==> config.mk <==
export PLATFORM = sky130hd
export DESIGN_NAME = table_factor_log10
export DESIGN_NICKNAME = d
export VERILOG_FILES = /design/src/rtl/tfl_pkg.sv /design/src/rtl/tfl_mul.sv /design/src/rtl/table_factor_log10.sv
export SDC_FILE = /design/constraint.sdc
export NUM_CORES = 2
export LEC_CHECK = 0
export ABC_CLOCK_PERIOD_IN_PS = 10400
export BUFFER_PORTS_ARGS = -buffer_cell sky130_fd_sc_hd__buf_2
export CAP_MARGIN = 20
export CORE_MARGIN = 1
export CORE_UTILIZATION = 40
export CTS_CLUSTER_DIAMETER = 200
export DETAILED_ROUTE_END_ITERATION = 12
export GPL_TIMING_DRIVEN = 0
export HOLD_SLACK_MARGIN = 0.12
export PLACE_DENSITY = 0.53
export SYNTH_ARGS = -nofsm -noshare
export SYNTH_HDL_FRONTEND = slang
export SYNTH_HIERARCHICAL = 1
export SYNTH_SLANG_ARGS = --single-unit
==> constraint.sdc <==
create_clock -name clk -period 10.4 [get_ports clk]
set_input_delay 0 -clock clk [delete_from_list [all_inputs] [get_ports clk]]
set_output_delay 0 -clock clk [all_outputs]
set_load 0.01 [all_outputs]
==> src/rtl/tfl_pkg.sv <==
package tfl_pkg;

	// default number of factor stages, and the table depth it is clamped to
	localparam int FACTOR_STAGES_DEF = 6;
	localparam int TABLE_LEN         = 8;
	localparam int STAGE_W           = $clog2(TABLE_LEN);

	// widths
	localparam int ARG_W  = 64;
	localparam int LOG_W  = 32;
	localparam int C_W    = 36;   // running product, at most ten in Q4.32
	localparam int SLOG_W = 23;   // stage logarithm magnitude, Q8.24 scale held in 23 bits

	// Q32.32 constants
	localparam logic [ARG_W-1:0] ONE_Q32 = 64'h0000_0001_0000_0000;
	localparam logic [ARG_W-1:0] TEN_Q32 = 64'h0000_000A_0000_0000;

	// one decade step in Q8.24
	localparam logic [LOG_W-1:0] DECADE_STEP = 32'h0100_0000;

	// byte-wise divide by ten: floor(t/10) = (t * DIV10_RECIP) >> 16 for t < 2560
	localparam logic [12:0] DIV10_RECIP = 13'd6554;
	localparam logic [11:0] DIV10_CONST = 12'd10;

	typedef enum logic [2:0] {
		ST_IDLE,
		ST_CHK,
		ST_DIV,
		ST_MLO,
		ST_MHI,
		ST_CMP,
		ST_OUT
	} state_t;

	// factors 2, 1.1, 1.01, ... in Q2.30
	function automatic logic [31:0] stage_factor(input logic [STAGE_W-1:0] idx);
		logic [31:0] f;
		case (idx)
			3'd0:    f = 32'd2147483648;
			3'd1:    f = 32'd1181116006;
			3'd2:    f = 32'd1084479242;
			3'd3:    f = 32'd1074815566;
			3'd4:    f = 32'd1073849198;
			3'd5:    f = 32'd1073752561;
			3'd6:    f = 32'd1073742898;
			default: f = 32'd1073741931;
		endcase
		return f;
	endfunction

	// log10 of each factor in Q8.24
	function automatic logic [SLOG_W-1:0] stage_log(input logic [STAGE_W-1:0] idx);
		logic [SLOG_W-1:0] l;
		case (idx)
			3'd0:    l = 23'd5050445;
			3'd1:    l = 23'd694454;
			3'd2:    l = 23'd72501;
			3'd3:    l = 23'd7283;
			3'd4:    l = 23'd729;
			3'd5:    l = 23'd73;
			3'd6:    l = 23'd7;
			default: l = 23'd1;
		endcase
		return l;
	endfunction

endpackage

==> src/rtl/tfl_mul.sv <==
// registered 32x32 unsigned multiplier, shared by both halves of a factor step
module tfl_mul (
	input  logic        clk,
	input  logic        en,
	input  logic [31:0] a,
	input  logic [31:0] b,
	output logic [63:0] p
);

	logic [63:0] p_q;

	always_ff @(posedge clk) begin
		if (en) begin
			p_q <= 64'(a) * 64'(b);
		end
	end

	assign p = p_q;

endmodule

==> src/rtl/table_factor_log10.sv <==
// table_factor_log10: base-10 logarithm of an unsigned Q32.32 argument, returned as signed
// Q8.24 in m_axis_tdata. m_axis_tuser is 1 when the argument was zero (tdata is then 0).
// The argument is first brought into the decade [1,10]. Each division by ten is one check
// plus eight byte-wide quotient digits; each multiplication by ten is done in the check
// state itself. There are at most nine divisions or ten multiplications. The fraction
// is then built from FACTOR_STAGES table factors (2, 1.1, 1.01, ...). Every trial
// multiplication runs on the one shared 32x32 multiplier in three steps: low half, high
// half, then add and compare. A stage runs one trial more than the factors it accepts.
// A zero argument skips the scaling and the factor stages. The input is taken only
// between items. A finished result sits in the output register, so the next item can
// be accepted while it waits.
module table_factor_log10 #(
	parameter int FACTOR_STAGES = tfl_pkg::FACTOR_STAGES_DEF
) (
	input  logic        clk,
	input  logic        arst_n,
	input  logic        s_axis_tvalid,
	output logic        s_axis_tready,
	input  logic [63:0] s_axis_tdata,   // [63:0] arg_value
	output logic        m_axis_tvalid,
	input  logic        m_axis_tready,
	output logic [31:0] m_axis_tdata,   // [31:0] log_result
	output logic        m_axis_tuser    // [0] status
);

	// stage count clamped to the table
	localparam int STAGE_N = (FACTOR_STAGES > tfl_pkg::TABLE_LEN) ?
		tfl_pkg::TABLE_LEN : FACTOR_STAGES;
	localparam logic [tfl_pkg::STAGE_W-1:0] STAGE_LAST = tfl_pkg::STAGE_W'(STAGE_N - 1);

	tfl_pkg::state_t state_q, state_d;

	logic [tfl_pkg::ARG_W-1:0]   m_q;       // scaled argument
	logic [tfl_pkg::LOG_W-1:0]   acc_q;     // decade plus fraction, Q8.24
	logic                        zero_q;    // argument was zero
	logic [3:0]                  rem_q;     // divide-by-ten remainder
	logic [2:0]                  dcnt_q;    // byte counter of a division
	logic [tfl_pkg::C_W-1:0]     c_q;       // running product
	logic [tfl_pkg::STAGE_W-1:0] stage_q;
	logic [33:0]                 pl_q;      // low partial product >> 30

	logic [31:0] log_q;
	logic        stat_q;
	logic        ovalid_q;

	// decade compares
	logic above_ten, below_one;
	assign above_ten = (m_q > tfl_pkg::TEN_Q32);
	assign below_one = (m_q < tfl_pkg::ONE_Q32);

	// one quotient byte of m / 10 per cycle, MSB first
	logic [11:0] dv_t;
	logic [24:0] dv_prod;
	logic [7:0]  dv_q8;
	logic [11:0] dv_rem;
	assign dv_t    = {rem_q, m_q[63:56]};
	assign dv_prod = 25'(dv_t) * 25'(tfl_pkg::DIV10_RECIP);
	assign dv_q8   = dv_prod[23:16];
	assign dv_rem  = dv_t - 12'(12'(dv_q8) * tfl_pkg::DIV10_CONST);

	// shared multiplier: low word of c in ST_MLO, high bits in ST_MHI
	logic        mul_en;
	logic [31:0] mul_a;
	logic [31:0] factor;
	logic [63:0] mul_p;
	assign factor = tfl_pkg::stage_factor(stage_q);
	assign mul_en = (state_q == tfl_pkg::ST_MLO) || (state_q == tfl_pkg::ST_MHI);
	assign mul_a  = (state_q == tfl_pkg::ST_MLO) ? c_q[31:0] : 32'(c_q[35:32]);

	tfl_mul u_mul (
		.clk (clk),
		.en  (mul_en),
		.a   (mul_a),
		.b   (factor),
		.p   (mul_p)
	);

	// trial product: (hi*f << 2) + (lo*f >> 30)
	logic [37:0] trial;
	logic        trial_ok;
	assign trial    = 38'({mul_p[35:0], 2'b00}) + 38'(pl_q);
	assign trial_ok = (64'(trial) <= m_q);

	logic out_free;
	assign out_free = !ovalid_q || m_axis_tready;

	// next state
	always_comb begin
		state_d = state_q;
		case (state_q)
			tfl_pkg::ST_IDLE: begin
				if (s_axis_tvalid) begin
					state_d = (s_axis_tdata == '0) ? tfl_pkg::ST_OUT : tfl_pkg::ST_CHK;
				end
			end
			tfl_pkg::ST_CHK: begin
				if (above_ten) begin
					state_d = tfl_pkg::ST_DIV;
				end else if (!below_one) begin
					state_d = tfl_pkg::ST_MLO;
				end
			end
			tfl_pkg::ST_DIV: begin
				if (dcnt_q == 3'd7) begin
					state_d = tfl_pkg::ST_CHK;
				end
			end
			tfl_pkg::ST_MLO: state_d = tfl_pkg::ST_MHI;
			tfl_pkg::ST_MHI: state_d = tfl_pkg::ST_CMP;
			tfl_pkg::ST_CMP: begin
				if (trial_ok || stage_q != STAGE_LAST) begin
					state_d = tfl_pkg::ST_MLO;
				end else begin
					state_d = tfl_pkg::ST_OUT;
				end
			end
			tfl_pkg::ST_OUT: begin
				if (out_free) begin
					state_d = tfl_pkg::ST_IDLE;
				end
			end
			default: state_d = tfl_pkg::ST_IDLE;
		endcase
	end

	always_ff @(posedge clk or negedge arst_n) begin
		if (!arst_n) begin
			state_q <= tfl_pkg::ST_IDLE;
		end else begin
			state_q <= state_d;
		end
	end

	// datapath
	always_ff @(posedge clk) begin
		case (state_q)
			tfl_pkg::ST_IDLE: begin
				m_q    <= s_axis_tdata;
				acc_q  <= '0;
				zero_q <= (s_axis_tdata == '0);
			end
			tfl_pkg::ST_CHK: begin
				if (above_ten) begin
					rem_q  <= '0;
					dcnt_q <= '0;
					acc_q  <= acc_q + tfl_pkg::DECADE_STEP;
				end else if (below_one) begin
					// m < 1, so m*10 cannot overflow
					m_q   <= (m_q << 3) + (m_q << 1);
					acc_q <= acc_q - tfl_pkg::DECADE_STEP;
				end else begin
					c_q     <= tfl_pkg::C_W'(tfl_pkg::ONE_Q32);
					stage_q <= '0;
				end
			end
			tfl_pkg::ST_DIV: begin
				m_q    <= {m_q[55:0], dv_q8};
				rem_q  <= dv_rem[3:0];
				dcnt_q <= dcnt_q + 3'd1;
			end
			tfl_pkg::ST_MHI: begin
				pl_q <= mul_p[63:30];
			end
			tfl_pkg::ST_CMP: begin
				if (trial_ok) begin
					c_q   <= trial[tfl_pkg::C_W-1:0];
					acc_q <= acc_q + 32'(tfl_pkg::stage_log(stage_q));
				end else begin
					stage_q <= stage_q + 1'b1;
				end
			end
			default: begin
			end
		endcase
	end

	// output register
	always_ff @(posedge clk or negedge arst_n) begin
		if (!arst_n) begin
			ovalid_q <= 1'b0;
		end else if (state_q == tfl_pkg::ST_OUT && out_free) begin
			ovalid_q <= 1'b1;
		end else if (m_axis_tready) begin
			ovalid_q <= 1'b0;
		end
	end

	always_ff @(posedge clk) begin
		if (state_q == tfl_pkg::ST_OUT && out_free) begin
			log_q  <= zero_q ? '0 : acc_q;
			stat_q <= zero_q;
		end
	end

	assign s_axis_tready = (state_q == tfl_pkg::ST_IDLE);
	assign m_axis_tvalid = ovalid_q;
	assign m_axis_tdata  = log_q;
	assign m_axis_tuser  = stat_q;

endmodule

==> impl_metrics.env <==
export IMPL_status="complete, but fails checks"
export IMPL_violations="design-rule violations"
export IMPL_grtUsageMet1_pct=40.3
export IMPL_use_met3_pct=5.24
export IMPL_syn_inst=5728
export IMPL_cp_start_kind="flip-flop"
export IMPL_yosysMostFrequentCell="inv_1"
export IMPL_worstPathRequired_ns=10.69
export IMPL_async_flop_share_pct=1.44
export IMPL_ys_ff_latch=278
export IMPL_clk_latency_ns=0.55
export IMPL_fin_crit_sh_pct=96.9
export IMPL_crit_fanout=10
export IMPL_synth_seq_area_share_pct=15.4
export IMPL_multi_input_comb_area_um2=41000
export IMPL_syn_area_per_cell_um2=9.45
export IMPL_synth_area_leader_cell="fa_1"
export IMPL_synth_edf_count=274
export IMPL_totalWireLength_um=197000
export IMPL_overflow=0
export IMPL_grt_max_degree=65
export IMPL_dieArea_um2=137000
export IMPL_use_met2_pct=45.0
export IMPL_die_height_um=370
export IMPL_busiest_layer="met2"
export IMPL_synth_top_area_share_pct=34.8
export IMPL_setup_violations_final=0
export IMPL_synth_area_leaders="fa_1 (35%), edfxtp_1 (15%), ha_1 (12%), and2_1 (7.5%), inv_1 (7.2%)"
export IMPL_hold_depth=4
export IMPL_cts_max_path_buffers=3
export IMPL_yosys_most_used_dff="edfxtp_1"
export IMPL_ys_warn_count=6
export IMPL_antenna_found_initial=22
export IMPL_hold_class="primary input to flip-flop"
export IMPL_clock_fmax_mhz=99.2
export IMPL_hold_ws_ns=0.319
export IMPL_grt_pass1_wl_um=290000
export IMPL_holdPathEnd="m_q[52]"
export IMPL_grtUsageTotal_pct=29.2
export IMPL_relSlewSlack_pct=20.7
export IMPL_drv_cap=0
export IMPL_place_congestion=1.01
export IMPL_cts_inserted_buffers=36
export IMPL_worst_slew_pin_slew_ns=1.19
export IMPL_grt_pass1_vias=43419
export IMPL_post_cts_buffers=0
export IMPL_r2r_start="state_q[1]"
export IMPL_drt_iter0_drc=3841
export IMPL_place_area_um2=57300
export IMPL_r2r_cells=27
export IMPL_cts_tree="done"
export IMPL_syn_to_final_growth_pct=9.53
export IMPL_initial_core_util_pct=40.4
export IMPL_crit_type="flip-flop to flip-flop"
export IMPL_syn_area_um2=54200
export IMPL_wl_per_cell_um=25.3
export IMPL_numPortBuffers=102
export IMPL_fill_cells=13252
export IMPL_setup_reg_to_reg_worst_slack_ns=0.32
export IMPL_cp_end_kind="flip-flop"
export IMPL_row_count=134
export IMPL_cp_arrival_ns=10.36
export IMPL_clkTransAtPathRegs_ns=0.06
export IMPL_die_width_um=370
export IMPL_vias_per_cell=5.46
export IMPL_drtPass1Iterations=13
export IMPL_skew_ns=0.0153
export IMPL_regArea_um2=8330
export IMPL_cts_root_buf="clkbuf_16"
export IMPL_io_pins=103
export IMPL_hold_violations=0
export IMPL_drive_above_1_share_pct=5.18
export IMPL_slew_viol_final=0
export IMPL_fin_nets=7500
export IMPL_r2r_end="u_mul/p[58]"
export IMPL_cts_sinks=278
export IMPL_synth_distinct_cells=96
export IMPL_fin_crit_ns=10.08
export IMPL_min_from="s_axis_tdata[52]"
export IMPL_h_tree_depth=2
export IMPL_vias=42490
export IMPL_drc_errors=27
export IMPL_core_region_area_um2=134000
export IMPL_antenna_left=0
export IMPL_dp_hpwl_um=164000
export IMPL_synth_commonest_cells="inv_1 (1039), fa_1 (942), and2_1 (645)"
export IMPL_final_area_um2=59300
[cells in the final DEF (no fill, tap or decap), types with 11 or more instances in the layout]
master,Yosys,final
fa_1,942,942
nand3_1,44,44
clkbuf_1,267,200
and3_1,52,49
and2_1,645,645
inv_1,1039,1039
and4_1,11,11
nand4_1,53,53
o21a_1,20,20
clkbuf_16,0,37
nand2_1,594,593
nor4_1,35,34
ha_1,509,509
o31ai_1,12,12
nor2_1,145,143
a21oi_1,196,196
o21ai_0,151,151
nand2b_1,23,22
nor3_1,41,40
buf_2,6,109
edfxtp_1,274,274
clkbuf_2,2,75
conb_1,1,25
dlygate4sd3_1,0,68
xnor2_1,126,126
nor2b_1,64,64
a22oi_1,57,57
a31oi_1,19,19
o22ai_1,11,11
a21o_1,98,98
a211oi_1,13,13
xor2_1,66,66
o21bai_1,35,35
[worst max-delay path: stages, from the launching register on]
cell and delay (ns):
dfrtp_1 0.44, clkbuf_1 0.36, clkbuf_1 0.47, clkbuf_1 0.34, and3_1 0.48, clkbuf_1 0.82, nand2_1 0.18, fa_1 0.57
fa_1 0.54, inv_1 0.05, fa_1 0.50, fa_1 0.57, fa_1 0.43, fa_1 0.45, fa_1 0.55, inv_1 0.07
fa_1 0.50, inv_1 0.05, ha_1 0.36, a21oi_1 0.23, o21bai_1 0.08, a21o_1 0.22, a221oi_2 0.37, a21bo_1 0.25
a31o_2 0.27, a41oi_1 0.34, o21ai_1 0.13, xor2_1 0.16
[worst max-delay path by stage]
stage | endpoint | slack [ns] | start | cells past startpoint
after floorplan | u_mul/p[58] | 1.82 | stage_q[0] | 28
after global placement | u_mul/p[58] | -0.41 | state_q[0] | 30
after detailed placement | u_mul/p[61] | -0.24 | state_q[0] | 27
after CTS | u_mul/p[61] | 0.002 | stage_q[0] | 27
after global routing | u_mul/p[61] | -0.002 | state_q[0] | 28
final | u_mul/p[58] | 0.32 | state_q[1] | 27
[timing repair]
item | in CTS | in global routing
hold endpoints to repair | 72 | 0
hold buffers | 68 | 0
endpoints found under the setup margin | 9 | 19
gates resized for setup | 18 | 147
[flip-flops by register name (all words and copies together) (netlist names)]
| signal | count |
|---|---|
| acc_q | 32 |
| stage_q | 3 |
| m_axis_tdata | 32 |
| u_mul/p | 64 |
| pl_q | 34 |
| m_axis_tvalid | 1 |
| dcnt_q | 3 |
| rem_q | 4 |
| m_axis_tuser | 1 |
| state_q | 3 |
| c_q | 36 |
| m_q | 64 |
| zero_q | 1 |
[layer usage]
metal	share of wire [%]	routed length (µm)
met1	42	83600
met3	8.4	16600
met2	44	87200
met4	4.9	9690
met5	0.024	48
[through the flow]
step	worst slack (ns)	util, %	TNS, ns	std cells
4_1_cts	0.00229	44.1	0	7766
5_1_grt	-0.00170	44.3	-0.00170	7772
6_report	0.322	44.3	0	7779
3_3_place_gp	-0.408	42.5	-2.05	7622
3_5_place_dp	-0.240	42.7	-0.776	7638
2_1_floorplan	1.82	-	0	5752
[layout make-up]
| type | count | share of cell area, % |
|---|---|---|
| plain buffers | 276 | 1.92 |
| inverters | 1041 | 6.59 |
| clock buffers | 43 | 1.60 |
| well taps | 1768 | 3.73 |
| multi-input cells | 4157 | 69.2 |
| clock inverters | 17 | 0.373 |
| flip-flops and latches | 278 | 14.0 |
| diodes | 8 | 0.0338 |
| repair buffers | 191 | 2.57 |
[cell families after synthesis]
logic type,synth area share (%)
fa+ha+maj,46.6
flops,15.4
simple gates,16.8
xor+xnor,3.11
compound gates,8.79
mux,0.220
other cells,0.00692
buf+inv,9.15
Power is not shown: default switching activity piles up to over one toggle a cycle in this logic, so the estimate is an artifact.
